## config.mk

```make
export PLATFORM = sky130hd
export DESIGN_NAME = btd_fifo
export DESIGN_NICKNAME = d
export VERILOG_FILES = /design/src/btd_fifo.sv
export SDC_FILE = /design/constraint.sdc
export NUM_CORES = 1
export LEC_CHECK = 0
export ABC_AREA = 1
export BUFFER_PORTS_ARGS = -buffer_cell sky130_fd_sc_hd__buf_2
export CORE_MARGIN = 2
export CORE_UTILIZATION = 45
export DETAILED_ROUTE_END_ITERATION = 10
export GPL_ROUTABILITY_DRIVEN = 0
export PLACE_DENSITY = 0.78
export SLEW_MARGIN = 20
export SYNTH_ARGS = -nofsm -noshare
export SYNTH_HDL_FRONTEND = slang
export SYNTH_SLANG_ARGS = --single-unit
export TNS_END_PERCENT = 10
```

## constraint.sdc

```tcl
create_clock -name clk -period 1.1 [get_ports clk]
set_input_delay 0.22 -clock clk [delete_from_list [all_inputs] [get_ports clk]]
set_output_delay 0.22 -clock clk [all_outputs]
set_load 0.005 [all_outputs]
```

## src/btd_fifo.sv

```systemverilog
`timescale 1ns / 1ps
module btd_fifo #(
	parameter int WIDTH = 8,
	parameter int DEPTH = 4
) (
	input  logic             clk,
	input  logic             arst_n,
	input  logic             push,
	input  logic [WIDTH-1:0] wr_data,
	input  logic             pop,
	output logic [WIDTH-1:0] rd_data,
	output logic             full,
	output logic             empty
);
	localparam int AW = (DEPTH > 1) ? $clog2(DEPTH) : 1;
	localparam int CW = $clog2(DEPTH + 1);

	logic [WIDTH-1:0] mem_q [DEPTH];
	logic [AW-1:0]    wr_q, rd_q;
	logic [CW-1:0]    cnt_q;

	assign full    = (cnt_q == CW'(DEPTH));
	assign empty   = (cnt_q == '0);
	assign rd_data = mem_q[rd_q];

	always_ff @(posedge clk) begin
		if (push) mem_q[wr_q] <= wr_data;
	end

	always_ff @(posedge clk or negedge arst_n) begin
		if (!arst_n) begin
			wr_q <= '0; rd_q <= '0; cnt_q <= '0;
		end else begin
			if (push) wr_q <= (wr_q == AW'(DEPTH - 1)) ? '0 : wr_q + AW'(1);
			if (pop)  rd_q <= (rd_q == AW'(DEPTH - 1)) ? '0 : rd_q + AW'(1);
			if (push && !pop) cnt_q <= cnt_q + CW'(1);
			else if (pop && !push) cnt_q <= cnt_q - CW'(1);
		end
	end

endmodule

```

-- Yosys cells after proc, flatten, opt, wreduce, memory -nomap -nowiden
Memories as Yosys holds them, arrays and structs flattened.
Index checks and enable logic that the tools add are counted.
- output and inout port bits: 10
- register bits: 7
- RAM bits: 32
- memories: 1
- reduce and logical (&&, ||, !) cells: 6
- add/subtract/negate cells: 4
- mux-type cells: 6
- equal/unequal tests: 3
- memory list (memory ; depth ; width ; rd ports ; clocked after memory_dff ; write ports ; line ; text):
    mem_q ; 4 ; 8 ; 1 ; 0 ; 1 ; 18 ; logic [WIDTH-1:0] mem_q [DEPTH];
- operators with widths (cell ; count):
    two-way mux 3 bit ; 2
    adder 2 x 1 -> 2 bit, second input constant ; 2
    == test 2 bit, second input constant ; 2
    two-way mux 2 bit ; 2
    adder 3 x 1 -> 3 bit, second input constant ; 1
    == test 3 bit, second input constant ; 1
    zero test 3 bit ; 1
    subtractor 3 x 1 -> 3 bit, second input constant ; 1
    logical AND 1 bit ; 2
    zero test 1 bit ; 2
    two-way mux 1 bit ; 2
    nonzero test 2 bit ; 1

-- Depth between registers and ports, before layout
Gate-level depths: netlist of the first run.
- depth after elaboration: 4
- depth in mapped cells: 9
- depth with buffers taken out: 9

-- Least setup slack after synthesis of the first run
No wires, ideal clock.
- path kind: reg-to-reg
- start point: reg cnt_q[0]
- end point: reg cnt_q[2]
- clock period less this slack: 1200 ps
- slack: -100 ps
- data required time: 983 ps
- setup time: 117 ps
- arrival: 1083 ps
- stages on the path, launching flop included: 6
- path through: dfrtp_1 fa_1 nand2_1 nand3_1 nand2_1 nand2_1
- word-level cells in the longest chain between the ends: 3
- elaborated cells on any way between the ends: 4
- classes of those cells: add/sub: 2; mux: 2
- RTL lines (what ; line ; text):
    from (decl) ; 20 ; logic [CW-1:0] cnt_q;
    from (signal assigned) ; 36 ; if (push && !pop) cnt_q <= cnt_q + CW'(1);
    from (signal assigned) ; 37 ; else if (pop && !push) cnt_q <= cnt_q - CW'(1);
    subtractor 3 x 1 -> 3 bit ; 37 ;
    two-way mux 3 bit ; 37 ;
    two-way mux 3 bit (*) ; 36 ;
Every way passes the cells marked *; elsewhere a longest branch is shown, timed or not. The select of a mux whose other input is x is not followed.
A chain may end at the register's enable or synchronous reset.

-- Final worst setup path of the first run
- start point: reg rd_q[0]
- end point: out rd_data[4]
- word-level cells in the longest chain between the ends: 1
- RTL lines (what ; line ; text):
    from (decl) ; 19 ; logic [AW-1:0] wr_q, rd_q;
    from (signal assigned) ; 35 ; if (pop) rd_q <= (rd_q == AW'(DEPTH - 1)) ? '0 : rd_q + AW'(1);
    memory read (4 x 8 bit) ; - ;
    to (decl) ; 11 ; output logic [WIDTH-1:0] rd_data,
No other way between the ends.

==> results_dict.tcl, run 1 <==
set metrics [dict create \
    outcome "finished with violations" \
    violations "negative setup slack" \
    cts_buffers 5 \
    setup.worst_path.end_class "primary output" \
    rr_worst_depth 5 \
    clkSlewWorstSetupHoldPaths_ps 70 \
    seq_area_frac_synth 0.667 \
    firstDrtPassIters 4 \
    max-cap-violations 0 \
    yosysTopAreaCell "edfxtp_1" \
    p_per_area_mw_per_mm2 2370 \
    hold_path.class "primary input to flop" \
    fin_crit_ps 1500 \
    cts_tree "yes" \
    port_buffers 21 \
    cp.required_ps 880 \
    row_count 22 \
    async_reset_ff_frac 0.179 \
    setup_violations 44 \
    cp_max_fo 13 \
    ys_types 17 \
    rsz0062_at_grt "yes" \
    die-height_um 65.5 \
    numClockSinks 39 \
    synthCells 144 \
    start_kind "flop" \
    cts-root-buf "clkbuf_8" \
    tightest_slew_ps 220 \
    fin_skew_ps 5.90 \
    drc 0 \
    dieArea_sq_mm 0.00429 \
    nets 206 \
    fin_ws_ps -398 \
    hold_viol 0 \
    die_x_um 65.5 \
    wl_per_cell_um 13.1 \
    via_per_inst 4.85 \
    totalWireLength_um 3090 \
    fill_cells 283 \
    clkLatencyLatePin_ps 290 \
    slew_headroom 0.853 \
    boundaryPins 22 \
    initialDrtViolationCount 73 \
    ant_nets 0 \
    via_count 1144 \
    core_area_sq_mm 0.00366 \
    antenna_cells 0 \
    initial_core_util 0.465 \
    synth_warnings 0 \
    grt_pass1_wl_um 5010 \
    power.leakage_nw 0.956 \
    syn_to_final_growth_pct 26.0 \
    clockBufferDepth 2 \
    syn_nets 163 \
    syn_area_sq_mm 0.00170 \
    fin_util 0.586 \
    grt.total_usage 0.166 \
    antenna_found_initial 0 \
    syn_area_per_cell_sq_um 11.8 \
    ff_latch_area_sq_mm 0.00114 \
    clock.fmax_mhz 668 \
    tns_ps -5540 \
    cp.arrival_ps 1280 \
    grt_overflow_total 0 \
    p_total_mw 5.08 \
    layout_worst_path_cycle_share 1.36 \
    multi_input_area_sq_um 469 \
    yosysTopAreaCellShare 0.564 \
    post-synth-top-count-cell "nand2_1" \
    synth.area.top_cells "edfxtp_1, dfrtp_1, nand2_1, o211ai_1, inv_1" \
    ys_seq_elements 39 \
    layout-drive-gt1-share 0.335 \
    crit_type "flop to primary output" \
    grt_pass1_vias 1090 \
    synth-edff-count 32 \
    synth_commonest_cells "nand2_1, edfxtp_1, inv_1" \
    ir_drop_v 0.000896 \
    h-tree-depth 2 \
    synth_ff_type "edfxtp_1" \
    hold_depth 1 \
    grt_start_max_net_pins 21 \
    dp_hpwl_um 2180 \
    slew_viol_final 0 \
]
==> flip-flops by register name, indices dropped and copies added (netlist names) <==
register / count
rd_q: 2
cnt_q: 3
wr_q: 2
mem_q: 32
==> cell usage in the layout, fill, tap and decap left out, drive strengths merged <==
| master | Yosys | layout |
|---|---|---|
| a21oi | 1 | 1 |
| buf | 4 | 39 |
| clkbuf | 0 | 5 |
| clkinv | 0 | 3 |
| clkinvlp | 0 | 1 |
| dfrtp | 7 | 7 |
| dlygate4sd3 | 0 | 1 |
| edfxtp | 32 | 32 |
| fa | 1 | 1 |
| ha | 6 | 6 |
| inv | 29 | 28 |
| nand2 | 38 | 38 |
| nand3 | 1 | 1 |
| nand4 | 1 | 1 |
| nor2 | 1 | 1 |
| nor3 | 2 | 2 |
| o211ai | 16 | 16 |
| o21ai | 4 | 4 |
| xnor2 | 1 | 1 |
==> what timing repair did <==
item / CTS / global route
hold buffers: 1 / 0
setup endpoints to repair: 44 / 47
pin swaps: 3 / 5
endpoints found under the hold margin: 7 / 0
gates resized for setup: 10 / 7
setup buffers: 0 / 1
==> report_power, final <==
| part | leakage (nW) | switching [mW] | internal, mW |
|---|---|---|---|
| Clock | 0.0392 | 0.475 | 0.430 |
| Sequential | 0.378 | 0.172 | 1.96 |
| Combinational | 0.539 | 1.07 | 0.969 |
==> cells by family after synthesis <==
logic type                 synth area share
and+or+nand+nor                      0.0985
DFF                                   0.667
buffers and inverters                0.0882
AOI/OAI and AO/OA                    0.0852
adders and majority gates            0.0558
xor gates and xnor gates            0.00514
==> per-layer routing <==
metal / global-route usage / part of all wire
met5: 0 / 0
met4: 0.0781 / 0.026
met3: 0.0497 / 0.052
met2: 0.284 / 0.50
met1: 0.190 / 0.43
==> worst paths after layout <==
path | from | endpoint | slack [ps]
max | rd_q[0] | rd_data[4] | -400
min | wr_data[1] | mem_q[3][1] | 150
max reg2reg | wr_q[0] | mem_q[0][5] | -100
min reg2reg | cnt_q[2] | cnt_q[2] | 550
max in group asynchronous | arst_n | rd_q[1] | 610
min in group asynchronous | arst_n | cnt_q[1] | 330
==> worst max-delay path, cell delays in order, from the launching register on <==
cell	delay, ps
dfrtp_1	360
inv_2	70
buf_12	140
o211ai_1	210
nand2_1	80
buf_2	130
==> stage by stage <==
| stage | setup WS, ps | hold slack [ps] | cells | cell area (sq um) |
|---|---|---|---|---|
| floorplan | -48.7 | -75.6 | 144 | 1720 |
| global placement | -176 | 58.8 | 226 | 1990 |
| detailed placement | -223 | 69.1 | 226 | 1990 |
| CTS | -415 | 145 | 235 | 2110 |
| global route | -517 | 137 | 236 | 2150 |
| finish | -398 | 145 | 236 | 2150 |
==> final cells by class <==
type	count	area share
inverters	29	0.0531
clock inverters	3	0.00700
well taps	48	0.0280
clock buffers	5	0.0321
flip-flops and latches	39	0.529
repair buffers	40	0.132
multi-input cells	72	0.219
No activity file was read; power rests on OpenSTA's default activity.
==> inputs of run 2 (changes only) <==
Settings changed: SETUP_SLACK_MARGIN from default to 0.05.
==> run 2 against run 1 <==
The run still ends with negative setup slack left. Combinational power grew 6%. Final area increased by 1.6%. Register-to-register slack got worse by 20 ps. First-iteration DRC count is 53% lower. Utilization up 0.96 points.
==> results_dict.tcl, run 2 (same netlist as run 1, synthesis figures left out) <==
set metrics [dict create \
    grt_start_max_net_pins 13 \
    slowest_delay_ps 410 \
    port_buffers 21 \
    final_common_cell "edfxtp_1" \
    drc 0 \
    violations "negative setup slack" \
    rrSetupSlack_ps -120 \
    ant_nets 0 \
    via_per_inst 4.86 \
    totalWireLength_um 3350 \
    die-height_um 65.5 \
    dieArea_sq_mm 0.00429 \
    fin_util 0.596 \
    layout-drive-gt1-share 0.368 \
    hold_depth 1 \
    largest-register "mem_q" \
    syn_to_final_growth_pct 28.1 \
    clkLatencyLatePin_ps 280 \
    boundaryPins 22 \
    power.leakage_nw 0.952 \
    hold_viol 0 \
    initial_core_util 0.465 \
    cts-root-buf "clkbuf_8" \
    die_x_um 65.5 \
    grt.total_usage 0.175 \
    outcome "finished with violations" \
    row_count 22 \
    ff_latch_area_sq_mm 0.00114 \
    hold_end "mem_q[3][2]" \
    reg2reg_from "cnt_q[1]" \
    crit_type "flop to primary output" \
    p_per_area_mw_per_mm2 2390 \
    tightest_slew_ps 187 \
    wl_per_cell_um 14.4 \
    numClockSinks 39 \
    max-cap-violations 0 \
    nets 203 \
    clockBufferDepth 2 \
    layout_worst_path_cycle_share 1.39 \
    cp_max_fo 6 \
    fin_crit_ps 1530 \
    antenna_cells 0 \
    fin_skew_ps 4.88 \
    postLayoutCellArea_sq_mm 0.00218 \
    top_regs "mem_q (32), cnt_q (3)" \
    min_from "wr_data[2]" \
    hold_path.class "primary input to flop" \
    ir_drop_v 0.000944 \
    slew_headroom 0.875 \
    core_area_sq_mm 0.00366 \
    fin_ws_ps -433 \
    multi_input_area_sq_um 474 \
    clock.fmax_mhz 652 \
    layout_common_cells "edfxtp_1, nand2_1, buf_2, inv_1, o211ai_1" \
    setup_violations 41 \
    via_count 1132 \
    slowest_stage "dfrtp_1" \
    worstPathCellList "inv_4 > buf_12 > nand2_2 > o211ai_1 > nand2_1 > buf_2" \
    rsz0062_at_grt "yes" \
    r2r-end "cnt_q[2]" \
    cts_buffers 5 \
    initialDrtViolationCount 34 \
    clkSlewWorstSetupHoldPaths_ps 70 \
    start_kind "flop" \
    grt_pass1_vias 1154 \
    placed_area_sq_mm 0.00197 \
    antenna_found_initial 0 \
    slew_viol_final 0 \
    largest_reg_flops 32 \
    cp.required_ps 880 \
    firstDrtPassIters 4 \
    cp.arrival_ps 1310 \
    h-tree-depth 2 \
    grt_overflow_total 0 \
    fill_cells 290 \
    setup.worst_path.end_class "primary output" \
    dp_hpwl_um 2150 \
    rr_worst_depth 6 \
    cts_tree "yes" \
    p_total_mw 5.20 \
    grt_pass1_wl_um 5230 \
]
[run 2: cell count changes in the layout (fill, tap and decap cells not counted), moves of 2 or more]
cell      delta
nand2_1      -6
buf_6        +2
inv_2        -2
clkbuf_1     +2
clkinv_1     -2
buf_4        -7
nand2_2      +6
clkinv_4     +2
inv_1        -2
[run 2: worst max-delay path: cells and delay by family, from the launching register on]
kind / cells / cell delay, ps
flops: 1 / 410
buf+inv: 3 / 400
simple gates: 2 / 130
compound gates: 1 / 80
[run 2: how the worst max path moves through the flow]
stage / end / startpoint / depth (start not counted)
after floorplan: cnt_q[2] / pop / 8
after global placement: cnt_q[2] / pop / 9
after detailed placement: cnt_q[2] / pop / 9
after CTS: rd_data[5] / rd_q[0] / 6
after global routing: rd_data[6] / rd_q[0] / 6
final: rd_data[5] / rd_q[0] / 6
[run 2: routing by layer]
layer  share of wire  global-route usage  up-vias
met1            0.39               0.182      526
met4           0.026               0.115        0
met3           0.042              0.0497        9
li1                -                   -      562
met5               0                   0        -
met2            0.54               0.306       35
[run 2: power breakdown]
group / internal, mW / switching, mW / total (mW)
Sequential: 1.96 / 0.184 / 2.15
Combinational: 1.02 / 1.14 / 2.16
Clock: 0.444 / 0.451 / 0.895
[run 2: stage by stage]
stage	TNS, ps	setup slack [ps]	std cells	hold WS [ps]
after floorplan	-14.2	-14.2	144	-75.6
after global placement	-2230	-210	221	59.8
after detailed placement	-3890	-302	221	69.8
after CTS	-5320	-449	231	138
after global routing	-7450	-500	233	138
final	-4720	-433	233	145
[run 2: timing repair]
action                                 4_1_cts  5_1_grt
endpoints found under the hold margin        7        0
resized for setup                           17       15
setup endpoints to repair                   46       48
setup buffers                                1        0
hold buffers                                 1        0
pin swaps                                    6        5
cloned                                       1        2
[run 2: layout make-up]
| class | count | share of cell area |
|---|---|---|
| Clock buffer | 7 | 0.0350 |
| Clock inverter | 1 | 0.00229 |
| Inverter | 29 | 0.0637 |
| Multi-Input combinational cell | 72 | 0.217 |
| Sequential cell | 39 | 0.521 |
| Tap cell | 48 | 0.0275 |
| Timing Repair Buffer | 37 | 0.133 |
==> inputs of run 3 (changes only) <==
Settings changed: ABC_AREA 1 to default, PLACE_DENSITY 0.78 to 0.79.
==> run 3 against run 2 <==
The run still ends with negative setup slack left. Register-to-register slack got worse by 50 ps. Die area fell by 7.3%. Routed wire length fell by 26%. Non-clock buffer count fell by 1. Synthesized cell count fell by 45%. Clock skew rose by 8.5 ps. Via count fell by 28%. Critical path type unchanged.
==> results_dict.tcl, run 3 <==
set metrics [dict create \
    async_reset_ff_frac 0.179 \
    synth_ff_type "edfxtp_1" \
    cts_tree "yes" \
    grt_overflow_total 0 \
    switching_share 0.265 \
    ys_types 18 \
    worstPathCellList "buf_4 > mux4_2 > buf_2" \
    initial_core_util 0.471 \
    rrSetupSlack_ps -170 \
    multi_input_area_sq_um 427 \
    numClockSinks 39 \
    clkSlewWorstSetupHoldPaths_ps 110 \
    holdWs_ps 98.5 \
    pwr-share-comb 0.323 \
    postCtsSetupRepairBufs 0 \
    power.leakage_nw 0.767 \
    violations "negative setup slack" \
    port_buffers 21 \
    layout-drive-gt1-share 0.545 \
    synth_commonest_cells "edfxtp_1, mux4_2, dfrtp_1" \
    r2r-end "cnt_q[1]" \
    hold_path.class "primary input to flop" \
    crit_type "flop to primary output" \
    fin_ws_ps -626 \
    clock.fmax_mhz 579 \
    syn_to_final_growth_pct 25.9 \
    initialDrtViolationCount 34 \
    post-synth-top-count-cell "edfxtp_1" \
    antenna_cells 0 \
    pwr-share-seq 0.445 \
    rr_worst_depth 2 \
    dieArea_sq_mm 0.00398 \
    ys_seq_elements 39 \
    largest_reg_flops 32 \
    synth-edff-count 32 \
    yosysTopAreaCellShare 0.612 \
    syn_nets 98 \
    ff_latch_area_sq_mm 0.00114 \
    grt_pass1_wl_um 4260 \
    hold_viol 0 \
    ant_nets 0 \
    layout_common_cells "edfxtp_1, buf_2, buf_4, mux4_2, dfrtp_1" \
    cts-root-buf "clkbuf_4" \
    cp.required_ps 880 \
    firstDrtPassIters 4 \
    cp_max_fo 5 \
    outcome "finished with violations" \
    wl_per_cell_um 14.9 \
    cp.arrival_ps 1510 \
    largest-register "mem_q" \
    totalWireLength_um 2480 \
    grt.total_usage 0.146 \
    fin_crit_ps 1730 \
    fill_cells 253 \
    slew_viol_final 0 \
    top_regs "mem_q (32), cnt_q (3)" \
    synth_warnings 0 \
    yosysTopAreaCell "edfxtp_1" \
    cts_buffers 5 \
    synthCells 79 \
    power.share.clock 0.232 \
    max-cap-violations 0 \
    via_per_inst 4.88 \
    seq_area_frac_synth 0.724 \
    dp_hpwl_um 1860 \
    setup_violations 46 \
    reg2reg_from "cnt_q[1]" \
    p_per_area_mw_per_mm2 2460 \
    startpoint "rd_q[0]" \
    grt_start_max_net_pins 13 \
    slowest_delay_ps 500 \
    crit_family "multiplexers" \
    syn_area_per_cell_sq_um 19.9 \
    netSwitchingPower_mw 1.29 \
    drc 0 \
    die-height_um 63.1 \
    pre_cts_slack_ps -310 \
    core_area_sq_mm 0.00334 \
    via_count 815 \
    grt_pass1_vias 893 \
    layout_worst_path_cycle_share 1.57 \
    boundaryPins 22 \
    slew_headroom 0.822 \
    h-tree-depth 2 \
    slowest_stage "mux4_2" \
    nets 139 \
    setup.worst_path.end_class "primary output" \
    clkLatencyLatePin_ps 330 \
    cp_num_cells 3 \
    fin_skew_ps 13.4 \
    synth.area.top_cells "edfxtp_1, mux4_2, dfrtp_1, ha_1, mux2_2" \
    power.internal_mw 3.58 \
    die_x_um 63.1 \
    antenna_found_initial 0 \
    endpoint "rd_data[7]" \
    clockBufferDepth 2 \
    start_kind "flop" \
    syn_area_sq_mm 0.00157 \
    row_count 21 \
    critical_path_buf_inv_count 2 \
    rsz0062_at_grt "yes" \
    final_common_cell "edfxtp_1" \
    tightest_slew_ps 266 \
    ir_drop_v 0.000977 \
]
## run 3: cell count changes after synthesis, sizes merged, moves of 2 or more
cell    previous run  this run
mux2               0         3
buf                4         2
inv               29         5
xor2               0         2
and2               0         4
o211ai            16         0
nand2             38         1
mux4               0         8
o21ai              4         2
## run 3: final cells by class
class,instances,area share
Sequential cell,39,0.575
Tap cell,46,0.0291
Clock buffer,6,0.0209
Timing Repair Buffer,36,0.119
Multi-Input combinational cell,33,0.216
Inverter,5,0.00949
Clock inverter,2,0.0304
## run 3: worst min-delay path by stage
stage / from / endpoint / slack [ps] / cells past startpoint
4_1_cts: wr_data[5] / mem_q[2][5] / 80 / 1
2_1_floorplan: arst_n / cnt_q[0] / -80 / 0
5_1_grt: wr_data[5] / mem_q[1][5] / 80 / 1
3_3_place_gp: arst_n / cnt_q[0] / 60 / 1
3_5_place_dp: arst_n / cnt_q[1] / 60 / 1
6_report: wr_data[5] / mem_q[1][5] / 100 / 1
## run 3: metrics by stage
step / std cells / setup TNS (ps) / util / power [mW] / area [sq um]
global route: 167 / -11630 / 0.592 / 5.18 / 1980
CTS: 167 / -9900 / 0.589 / 4.91 / 1960
global placement: 158 / -6690 / 0.547 / 3.56 / 1830
detailed placement: 158 / -8780 / 0.547 / 3.68 / 1830
floorplan: 79 / -3760 / - / 3.02 / 1580
finish: 167 / -9080 / 0.592 / 4.87 / 1980
## run 3: power groups by stage
stage	registers (mW)	clock network [mW]	logic, mW
floorplan	2.09	0	0.926
global placement	2.16	0	1.40
detailed placement	2.19	0	1.49
CTS	2.17	1.15	1.58
global route	2.20	1.22	1.75
finish	2.17	1.13	1.58
## run 3: kinds of logic after synthesis
group / Yosys count / share of synthesized area
mux: 11 / 0.136
flops: 39 / 0.724
buf+inv: 7 / 0.0223
xor+xnor: 3 / 0.0167
fa+ha+maj: 7 / 0.0606
simple gates: 10 / 0.0343
compound gates: 2 / 0.00637
## run 3: repair_timing
action	in CTS	in global routing
endpoints found under the hold margin	7	0
gates resized for setup	11	4
setup endpoints to repair	46	47
hold buffers	1	0
pin swaps	2	1
## run 3: layer usage
layer	global-route usage	routed length, um
met2	0.259	1300
met3	0.0446	114
met4	0.0583	37
met5	0	0
met1	0.162	1030
